[config.mk]
export PLATFORM = sky130hd
export DESIGN_NAME = asc_cell
export DESIGN_NICKNAME = d
export VERILOG_FILES = /design/src/rtl/asc_pkg.sv /design/src/rtl/asc_cell.sv
export SDC_FILE = /design/constraint.sdc
export NUM_CORES = 1
export LEC_CHECK = 0
export BUFFER_PORTS_ARGS = -buffer_cell sky130_fd_sc_hd__buf_2
export CAP_MARGIN = 10
export CORE_UTILIZATION = 40
export CTS_BUF_LIST = sky130_fd_sc_hd__clkbuf_8
export DETAILED_ROUTE_END_ITERATION = 10
export GPL_TIMING_DRIVEN = 1
export PLACE_DENSITY = 0.73
export SETUP_SLACK_MARGIN = 0.5
export SYNTH_ARGS = -nofsm -noshare
export SYNTH_HDL_FRONTEND = slang
export SYNTH_SLANG_ARGS = --single-unit
[constraint.sdc]
create_clock -name clk -period 4.2 [get_ports clk]
set_input_delay 0 -clock clk [delete_from_list [all_inputs] [get_ports clk]]
set_output_delay 0 -clock clk [all_outputs]
set_load 0.02 [all_outputs]
[src/rtl/asc_pkg.sv]
// ----------------------------------------------------------------------------
// asc_pkg: shared types for the ascending integer sorter
// Value type, the broadcast command and the view a cell gives its neighbours.
// ----------------------------------------------------------------------------
package asc_pkg;

    localparam int unsigned ValueWidth = 32;

    typedef logic signed [ValueWidth-1:0] value_t;

    // Command broadcast along the whole chain.
    typedef struct packed {
        logic   load;    // insert value into the sorted chain
        logic   shift;   // move every entry one place towards cell 0
        value_t value;   // value being inserted
    } chain_cmd_t;

    // What a cell shows to the cells on either side of it.
    typedef struct packed {
        logic   valid;   // cell holds an entry
        logic   gt;      // entry is greater than the value being inserted
        value_t value;   // the held entry
    } cell_view_t;

endpackage

[src/rtl/asc_cell.sv]
// ----------------------------------------------------------------------------
// asc_cell: one storage cell of the insertion chain
// Holds one entry; inserts, takes over its left neighbour's entry or takes
// its right neighbour's entry during draining.
// ----------------------------------------------------------------------------
module asc_cell (
    input  logic                  clk,
    input  logic                  rst_n,
    input  asc_pkg::chain_cmd_t   cmd,
    input  asc_pkg::cell_view_t   left,
    input  asc_pkg::cell_view_t   right,
    output asc_pkg::cell_view_t   view
);

    logic            valid_reg;
    logic            valid_next;
    asc_pkg::value_t value_reg;
    asc_pkg::value_t value_next;
    logic            gt;
    logic            take;

    assign gt   = valid_reg && (value_reg > cmd.value);
    // An entry greater than the new value moves right; the first empty cell
    // after the held entries is filled too.
    assign take = gt || (!valid_reg && left.valid);

    always_comb
    begin
        valid_next = valid_reg;
        value_next = value_reg;
        if (cmd.shift)
        begin
            valid_next = right.valid;
            value_next = right.value;
        end
        else if (cmd.load && take)
        begin
            valid_next = 1'b1;
            value_next = left.gt ? left.value : cmd.value;
        end
    end

    always_ff @(posedge clk or negedge rst_n)
    begin
        if (!rst_n)
        begin
            valid_reg <= 1'b0;
        end
        else
        begin
            valid_reg <= valid_next;
        end
    end

    always_ff @(posedge clk)
    begin
        value_reg <= value_next;
    end

    assign view.valid = valid_reg;
    assign view.gt    = gt;
    assign view.value = value_reg;

endmodule

# After elaboration in Yosys (flattened, before gate mapping)
# Cells that the tools add are included.
# totals
out_inout_bits,34
input_bits,104
elab_cells,14
register_bits,33
# classes
mux,5
magnitude_cmp,1
n_reduce_logical,6
# ops
cell,count
two-way mux 32 bit,3
> comparator 32 bit,1
logical AND 1 bit,3
two-way mux 1 bit,2
nonzero test 2 bit,1
zero test 1 bit,1
logical OR 1 bit,1

# Logic depth before layout (Yosys ltp)
# Gate-level depths: netlist of run 1.
# depth
word_depth,6
ltp_mapped,10

# Least setup slack after synthesis of run 1
# Ideal clock, no wire load.
# synth_path
path_kind,reg2reg
from,register value_reg[10]
to,register value_reg[0] (enable)
slack_ps,426
stages_incl_launch_ff,9
t_arrival_ps,3349
setup_time_ps,425
period_less_slack_ps,3774
t_required_ps,3775
cell_sequence,edfxtp_1 ha_1 a21oi_2 nand2_1 a221o_1 a221o_1 a21oi_2 xnor2_1 o21ai_1
# synth_between
elab_chain_len,5
# synth_rtl
element,line_no,source
"start, declared",asc_cell.sv:17,asc_pkg::value_t value_reg;
"start signal, assigned",asc_cell.sv:57,value_reg <= value_next;
> comparator 32 bit,asc_cell.sv:22,assign gt = valid_reg && (value_reg > cmd.value);
logical AND 1 bit,asc_cell.sv:22,
logical OR 1 bit,asc_cell.sv:25,assign take = gt || (!valid_reg && left.valid);
logical AND 1 bit,asc_cell.sv:36,else if (cmd.load && take)
nonzero test 2 bit (no source line),--,
# No other way between the ends.
# A chain may end at the register's enable or synchronous reset.

# Final worst setup path of run 1
# layout_path
from,register value_reg[10]
to,register value_reg[19] (enable)
# Same word-level chain as after synthesis.

==> results of run 1 <==
-- timing repair --
action | CTS | global route
hold buffers | 16 | 0
endpoints found under the hold margin | 16 | 0
buffers inserted | 0 | 0
setup endpoints to repair | 0 | 0
resized for setup | 0 | 0
-- placed cells by master (no fill, tap or decap) --
cell           count
o21ai_1            1
nand3_1            5
edfxtp_1          32
dfrtp_1            1
nand2_1           45
a21o_2             1
ha_1              32
a31oi_1            1
nor3_1             1
mux2i_1           32
xnor2_1            1
clkbuf_8           6
nor2_1             4
o21ai_4            1
a21oi_1           12
o21ai_0           36
buf_4              1
a21oi_2            2
a221o_1            2
a221oi_1           1
nand4_1            6
buf_2            136
a211oi_1           1
inv_1             38
dlygate4sd3_1     16
o211ai_2           1
nor4_1             2
-- per-layer routing --
metal  wire, um  vias to the layer above  share of wire (%)  global-route usage [%]
met5          0                        -                  0                       0
met4         65                        0                1.0                    6.43
met3        349                        7                5.6                    3.60
met2       3290                       88                 52                    38.4
met1       2570                     1077                 41                    21.9
li1           -                     1239                  -                       -
-- worst max-delay path, cell delays in order, from the launching register on --
cell      delay, ps
edfxtp_1        390
ha_1            340
a21oi_2         140
nand2_1          60
a221o_1         330
a221o_1         310
a21oi_2         150
xnor2_1         120
o21ai_4         370
buf_4           370
-- power groups by stage --
stage          Clock (mW)  Sequential (mW)  Combinational (mW)
2_1_floorplan           0            0.487               0.160
3_3_place_gp            0            0.437               0.329
3_5_place_dp            0            0.440               0.335
4_1_cts             0.250            0.433               0.349
5_1_grt             0.263            0.439               0.387
6_report            0.241            0.433               0.345
-- area by class of cell --
cell class,count,share of cell area [%]
Inverter,36,3.87
Clock inverter,2,0.215
Tap cell,75,2.69
Timing Repair Buffer,153,24.3
Sequential cell,33,28.3
Clock buffer,6,2.37
Multi-Input combinational cell,187,38.3
-- Yosys cell counts --
master     n
a211oi_1   1
a21o_2     1
a21oi_1   12
a21oi_2    2
a221o_1    2
a221oi_1   1
a31oi_1    1
buf_2      3
buf_4      2
clkbuf_1   8
dfrtp_1    1
edfxtp_1  32
ha_1      32
inv_1     36
mux2i_1   32
nand2_1   45
nand3_1    5
nand4_1    6
nor2_1     4
nor3_1     1
nor4_1     2
o211ai_2   1
o21ai_0   36
o21ai_1    2
xnor2_1    1
-- metrics by stage --
step           utilization, %  hold slack, ps  power [mW]  area, um^2  worst slack (ps)
6_report                 58.2            7.29        1.02        3490              1280
5_1_grt                  58.2            10.8        1.09        3490              1050
4_1_cts                  58.2            3.09        1.03        3490              1200
3_5_place_dp             54.1            -223       0.776        3240              1230
3_3_place_gp             54.1            -224       0.766        3240              1240
2_1_floorplan               -            -296       0.647        2510              1010
-- logic make-up after synthesis --
| logic type | synth area share, % |
|---|---|
| adders and majority gates | 16.0 |
| AOI/OAI and AO/OA | 13.2 |
| DFF | 39.3 |
| xor gates and xnor gates | 0.350 |
| muxes | 12.8 |
| and+or+nand+nor | 10.5 |
| buffers and inverters | 7.79 |
-- path summary, 6_finish.rpt --
kind | startpoint | to | slack, ps | cells after the start
hold / removal | right[0] | value_reg[0] | 7 | 3
max in group asynchronous | rst_n | valid_reg | 4080 | 2
hold reg to reg | valid_reg | valid_reg | 620 | 2
setup reg to reg | value_reg[10] | value_reg[19] | 1280 | 9
setup / recovery | value_reg[10] | value_reg[19] | 1280 | 9
min in group asynchronous | rst_n | valid_reg | 30 | 2
==> run summary, run 1 <==
The root buffer cell chosen for the clock tree is clkbuf_8. The run gives 2344 as the via count of the first global-routing pass. Relative to the synthesized area, the layout overhead comes to 39.2%.

After layout, the worst path uses 69.6% of the clock period. Distinct cell type count after synthesis: 25. In this run the number of H-tree levels came out at 2. Derived from the worst setup path, the maximum achievable clock frequency is 0.342 GHz. Counting every net in the synthesized netlist gives 405. The share of the synthesized area in the top cell type was 38.3%; the number of violations reported at the end of detailed-routing iteration 0 was 64.

The sequential standard cell area was 986 um^2; the highest ir drop seen on vdd was 0.196 mV. For the number of routed nets with antenna violations, the log shows 0. For this run, design rule violations remaining after detail routing come to 0.

The number of clock buffers added by TritonCTS is 5. Of the total power, the clock network draws 23.6%. For the worst-skew pair, the clock arrives at the later sink with an insertion delay of 280 ps. The hold violation count in the final report was 0; the total number of yosys warnings was 0.

Cell taking the most area after synthesis: edfxtp_1. The worst setup path is launched from a flip-flop. The placed wire-length estimate was 4690 um; the data required time of the worst path was 4160 ps. The logs give 9.98 ps for the final worst clock skew and 468 for the cell total after placement. Setup violations remaining at the end of the flow were counted as 0. Setup repair after global routing left no endpoint under its margin. The worst slew margin relative to its limit came out at 35.2%. Counting the fill cells in the layout gives 565. The mapped netlist covers 2510 um^2.

Per report_power, the combinational group accounts for 33.8% of the total. The number of port buffers is 136, and the I/O pin total is 138. The worst setup path is of the reg -> reg kind.

After detailed routing, the average wire length per cell comes to 12.8 um. TritonCTS built the clock tree. The tool flagged a number of max-cap violations equal to 0. The power per cell area came out at 292 nW/um^2. In the post-synthesis netlist, the biggest area contributors are edfxtp_1, ha_1, mux2i_1. The clock-pin slew on the worst setup and hold paths was 70 ps; the mean instance size in the synthesized netlist was 9.32 um^2. The total wire length after detailed routing was 6280 um; the initial antenna violation count was 0. In this run the power spent charging and discharging nets is 0.329 mW.

The share of final-layout standard cells stronger than drive strength 1 is 35.5%, and the starting utilization of the core area is 41.8%. Internal power comes to 0.689 mW. Summed over all cells, the static leakage comes to 1.86 nW. The post-layout instance count excluding filler cells came out at 492. The final count of pins violating max slew is 0, and the final global-route overflow total is 0. Entering global routing, the biggest net connects 68 pins. Total die area: 6590 um^2. The slew at the pin closest to its max-slew limit is 972 ps. The class of the most critical hold timing path was in -> reg. The synthesized design contains 33 register bits.

Kind of end point of the critical path: a flip-flop. The first TritonRoute pass finished after 4 iterations. The area occupied by multi-input gates is 1340 um^2. The tools report the core region area as 5990 um^2. The clock period minus worst slack was 2920 ps.

The post-synthesis instance total was 269; the ratio of routed vias to standard cells was 4.90. The flip-flop count of the largest register after layout came out at 32. The run finished with clean final reports. For the final total negative setup slack, the log shows 0 ps. The logs give 2411 for the via count and 0.719 for the placer's final routability congestion estimate.

The register area share after synthesis is 39.3%, and the fraction of power spent switching nets is 32.3%. For the worst setup path, the data arrival time is 2880 ps. In the global route stage, overall resource usage came out at 20.0%. Measured along the x axis, the die boundary spans 81.2 um.

The biggest fanout along the worst timing path was 21; the number of nets in the final layout was 552. The global-route wire length before repair is 9950 um, and the fraction of power consumed by sequential logic is 42.5%. The clock net in this run drives a total of 33 sinks. The repair_antennas step left the layout with diodes totalling 0.

Row generation in the floorplan step produced 28 rows. The die is 81.2 um tall. The maximum clock insertion buffer count was 2.
Power figures use the tool's default switching activity.
==> inputs of run 2 (changes only) <==
Clock period 4.2 ns to 2.8 ns, I/O delays scaled along.
==> run summary, run 2 (synthesis results as in run 1) <==
The initial antenna violation count was 0 (unchanged). The maximum clock insertion buffer count was 2 (unchanged). Hold violation count in the final report: 1 (was 0).

Most frequent cells in the layout: buf_2, nand2_1, inv_1 (unchanged). The final global-route overflow total was 0 (unchanged). The detailed-route wire length per cell came out at 13.6 um (was 12.8 um). The tools report the filler cell count in the final layout as 511 (was 565).

Setup repair after global routing could not meet its margin everywhere. The tools report the via count of the first global-routing pass as 2307 (was 2344). Number of violations reported at the end of detailed-routing iteration 0: 102 (was 64).

The antenna cell count is 0 (unchanged). Maximum clock frequency: 0.406 GHz (was 0.342 GHz). The starting utilization of the core area is 41.8% (unchanged). The run gives 0 (unchanged) as the total of endpoints with negative setup slack in the final report.

The logs give 2 (unchanged) for the maximum level of the CTS H-tree and 0.238 mV (was 0.196 mV) for the highest ir drop seen on vdd. Startpoint of the worst setup timing path: value_reg[10] (unchanged). The final worst slack came out at 336 ps (was 1280 ps).

The logs give 1420 um^2 (was 1340 um^2) for the area occupied by multi-input gates and 138 (unchanged) for the I/O pin total. The clock period minus worst slack works out to 2460 ps (was 2920 ps). The clock-pin slew on the worst setup and hold paths is 70 ps (about the same).

The via count came out at 2486 (was 2411). The number of routed nets with antenna violations is 0 (unchanged), and the signed area change from the synthesized netlist to the final layout is 45.2% (was 39.2%). Number of search-and-repair iterations in the first detailed-routing pass: 4 (unchanged). The tools report the clock latency of the later-clocked register in the worst-skew pair as 290 ps (was 280 ps).

The run gives 1.04 mW (was 0.689 mW) as the total internal power. The tools report the terminus of the critical flop-to-flop path as value_reg[22] (was value_reg[19]). The fraction of power consumed by sequential logic was 41.8% (was 42.5%); the pin count of the biggest net entering global routing was 45 (was 68). The setup slack of the most critical reg-to-reg path is 340 ps (was 1280 ps), and the number of nets in the final layout is 559 (was 552). The power share of the clock group is 22.1% (was 23.6%). The run finished, with violations left.

The classification of the worst setup path is reg -> reg (unchanged). The worst slack on hold paths is -2.67 ps (was 7.29 ps). The fraction of power spent switching nets was 33.5% (was 32.3%); the total wire length after detailed routing was 6800 um (was 6280 um).

The startpoint of the worst-slack reg-to-reg timing path is value_reg[10] (unchanged). The post-layout utilization of the core is 60.8% (was 58.2%), and the placer's final routability congestion estimate is 0.724 (was 0.719). The master cell of the clock root buffer is clkbuf_8 (unchanged).

The height of the chip is 81.2 um (unchanged). The share of final-layout standard cells stronger than drive strength 1 is 37.7% (was 35.5%), and the placed wire-length estimate is 4940 um (was 4690 um). The logs give 5 (unchanged) for the TritonCTS buffer count and 0 (unchanged) for the remaining design rule violation count.

The global-route wire length before repair is 10000 um (was 9950 um). Number of port buffers: 136 (unchanged). The power per cell area was 429 nW/um^2 (was 292 nW/um^2); the switching power was 0.523 mW (was 0.329 mW).

The final worst clock skew is 2.80 ps (was 9.98 ps), and the worst endpoint data arrival time is 2460 ps (was 2880 ps). TritonCTS built the clock tree. The final reports fail on hold timing.

Slew at the pin closest to its max-slew limit: 1030 ps (was 972 ps). The count of cells along the worst register-to-register path is 9 (unchanged). The run gives 1.56 mW (was 1.02 mW) as the total design power. The tools report the kind of end point of the critical path as a flip-flop (unchanged).

The tools report the total die area as 6590 um^2 (unchanged). The data required time of the worst path came out at 2800 ps (was 4160 ps). The most frequent standard cell in the layout excluding fill and tap cells was buf_2 (unchanged). The flip-flop count of the largest register after layout is 32 (unchanged), and the die extent in x is 81.2 um (unchanged). The class of the most critical hold timing path is in -> reg (unchanged). The all-layer global routing usage is 20.5% (was 20.0%), and the final count of pins violating max slew is 0 (unchanged).

The tools report the endpoint of the worst setup timing path as value_reg[22] (was value_reg[19]). The sequential standard cell area was 986 um^2 (unchanged); the biggest fanout along the worst timing path was 22 (was 21). The logs give 193 ps (was 1230 ps) for the pre-CTS setup slack and 33 (unchanged) for the number of clock sinks. The sort of element at the start of the critical path is a flip-flop (unchanged). The tools report the number of standard-cell rows in the floorplan as 28 (unchanged). The worst slew margin relative to its limit was 31.6% (was 35.2%); the power share of the combinational group was 36.0% (was 33.8%). For the static leakage, the log shows 1.89 nW (was 1.86 nW). The core region area was 5990 um^2 (unchanged); the period utilization was 88.0% (was 69.6%). Ratio of routed vias to standard cells: 4.98 (was 4.90).

The run gives 0 (unchanged) as the number of max-cap violations.
[run 2: changes by cell type in the layout (fill, tap and decap cells not counted), moves of 2 or more]
| cell | previous run | this run |
|---|---|---|
| ha_1 | 32 | 27 |
| ha_4 | 0 | 5 |
| buf_4 | 1 | 4 |
| dlygate4sd3_1 | 16 | 19 |
| clkinv_1 | 0 | 2 |
| inv_1 | 38 | 36 |
[run 2: power by group through the flow]
stage / Combinational (mW) / Clock, mW / Sequential [mW]
after CTS: 0.549 / 0.358 / 0.651
after floorplan: 0.252 / 0 / 0.730
final: 0.562 / 0.345 / 0.653
after global routing: 0.625 / 0.372 / 0.659
after global placement: 0.505 / 0 / 0.656
after detailed placement: 0.516 / 0 / 0.660
[run 2: metal layers]
| metal | GRT usage (%) | up-vias | share of wire [%] | wire length (um) |
|---|---|---|---|---|
| met4 | 8.75 | 0 | 2.0 | 134 |
| li1 | - | 1258 | - | - |
| met2 | 36.9 | 109 | 50 | 3410 |
| met3 | 4.61 | 13 | 7.0 | 478 |
| met1 | 23.2 | 1106 | 41 | 2770 |
| met5 | 0 | - | 0 | 0 |
[run 2: stage by stage]
step	hold WS [ps]	TNS, ps	std cells	cell area (um^2)
2_1_floorplan	-296	-785	269	2540
4_1_cts	0.179	0	497	3580
5_1_grt	11.3	0	499	3640
3_5_place_dp	-221	0	470	3270
3_3_place_gp	-223	0	470	3270
6_report	-2.67	0	499	3640
[run 2: critical path, cell delays in order, from the launching register on]
cell and delay (ps):
edfxtp_1 430, ha_4 250, a21oi_2 120, nand2_1 60, a221o_1 330, a221o_1 310, a21oi_2 180, xnor2_2 100
o21ai_4 170, buf_12 200
[run 2: what timing repair did]
action,4_1_cts,5_1_grt
endpoints found under the hold margin,18,0
endpoints found under the setup margin,33,33
gates resized for setup,6,5
hold buffers,19,0
pin swaps,0,1
buffers inserted,0,2
gates cloned,0,0
[run 2: area by class of cell]
| type | count | area share [%] |
|---|---|---|
| inverter | 36 | 3.71 |
| tap | 75 | 2.58 |
| timing repair buffer | 160 | 25.5 |
| sequential | 33 | 27.1 |
| multi-input combinational | 187 | 38.9 |
| clock inverter | 3 | 0.344 |
| clock buffer | 5 | 1.89 |
[run 2: worst min path at each step]
stage,startpoint,endpoint,slack [ps],cells past startpoint
2_1_floorplan,rst_n,valid_reg,-300,0
3_3_place_gp,rst_n,valid_reg,-220,1
3_5_place_dp,rst_n,valid_reg,-220,1
4_1_cts,right[13],value_reg[13],0.2,3
5_1_grt,right[15],value_reg[15],10,3
6_report,right[2],value_reg[2],-3,3
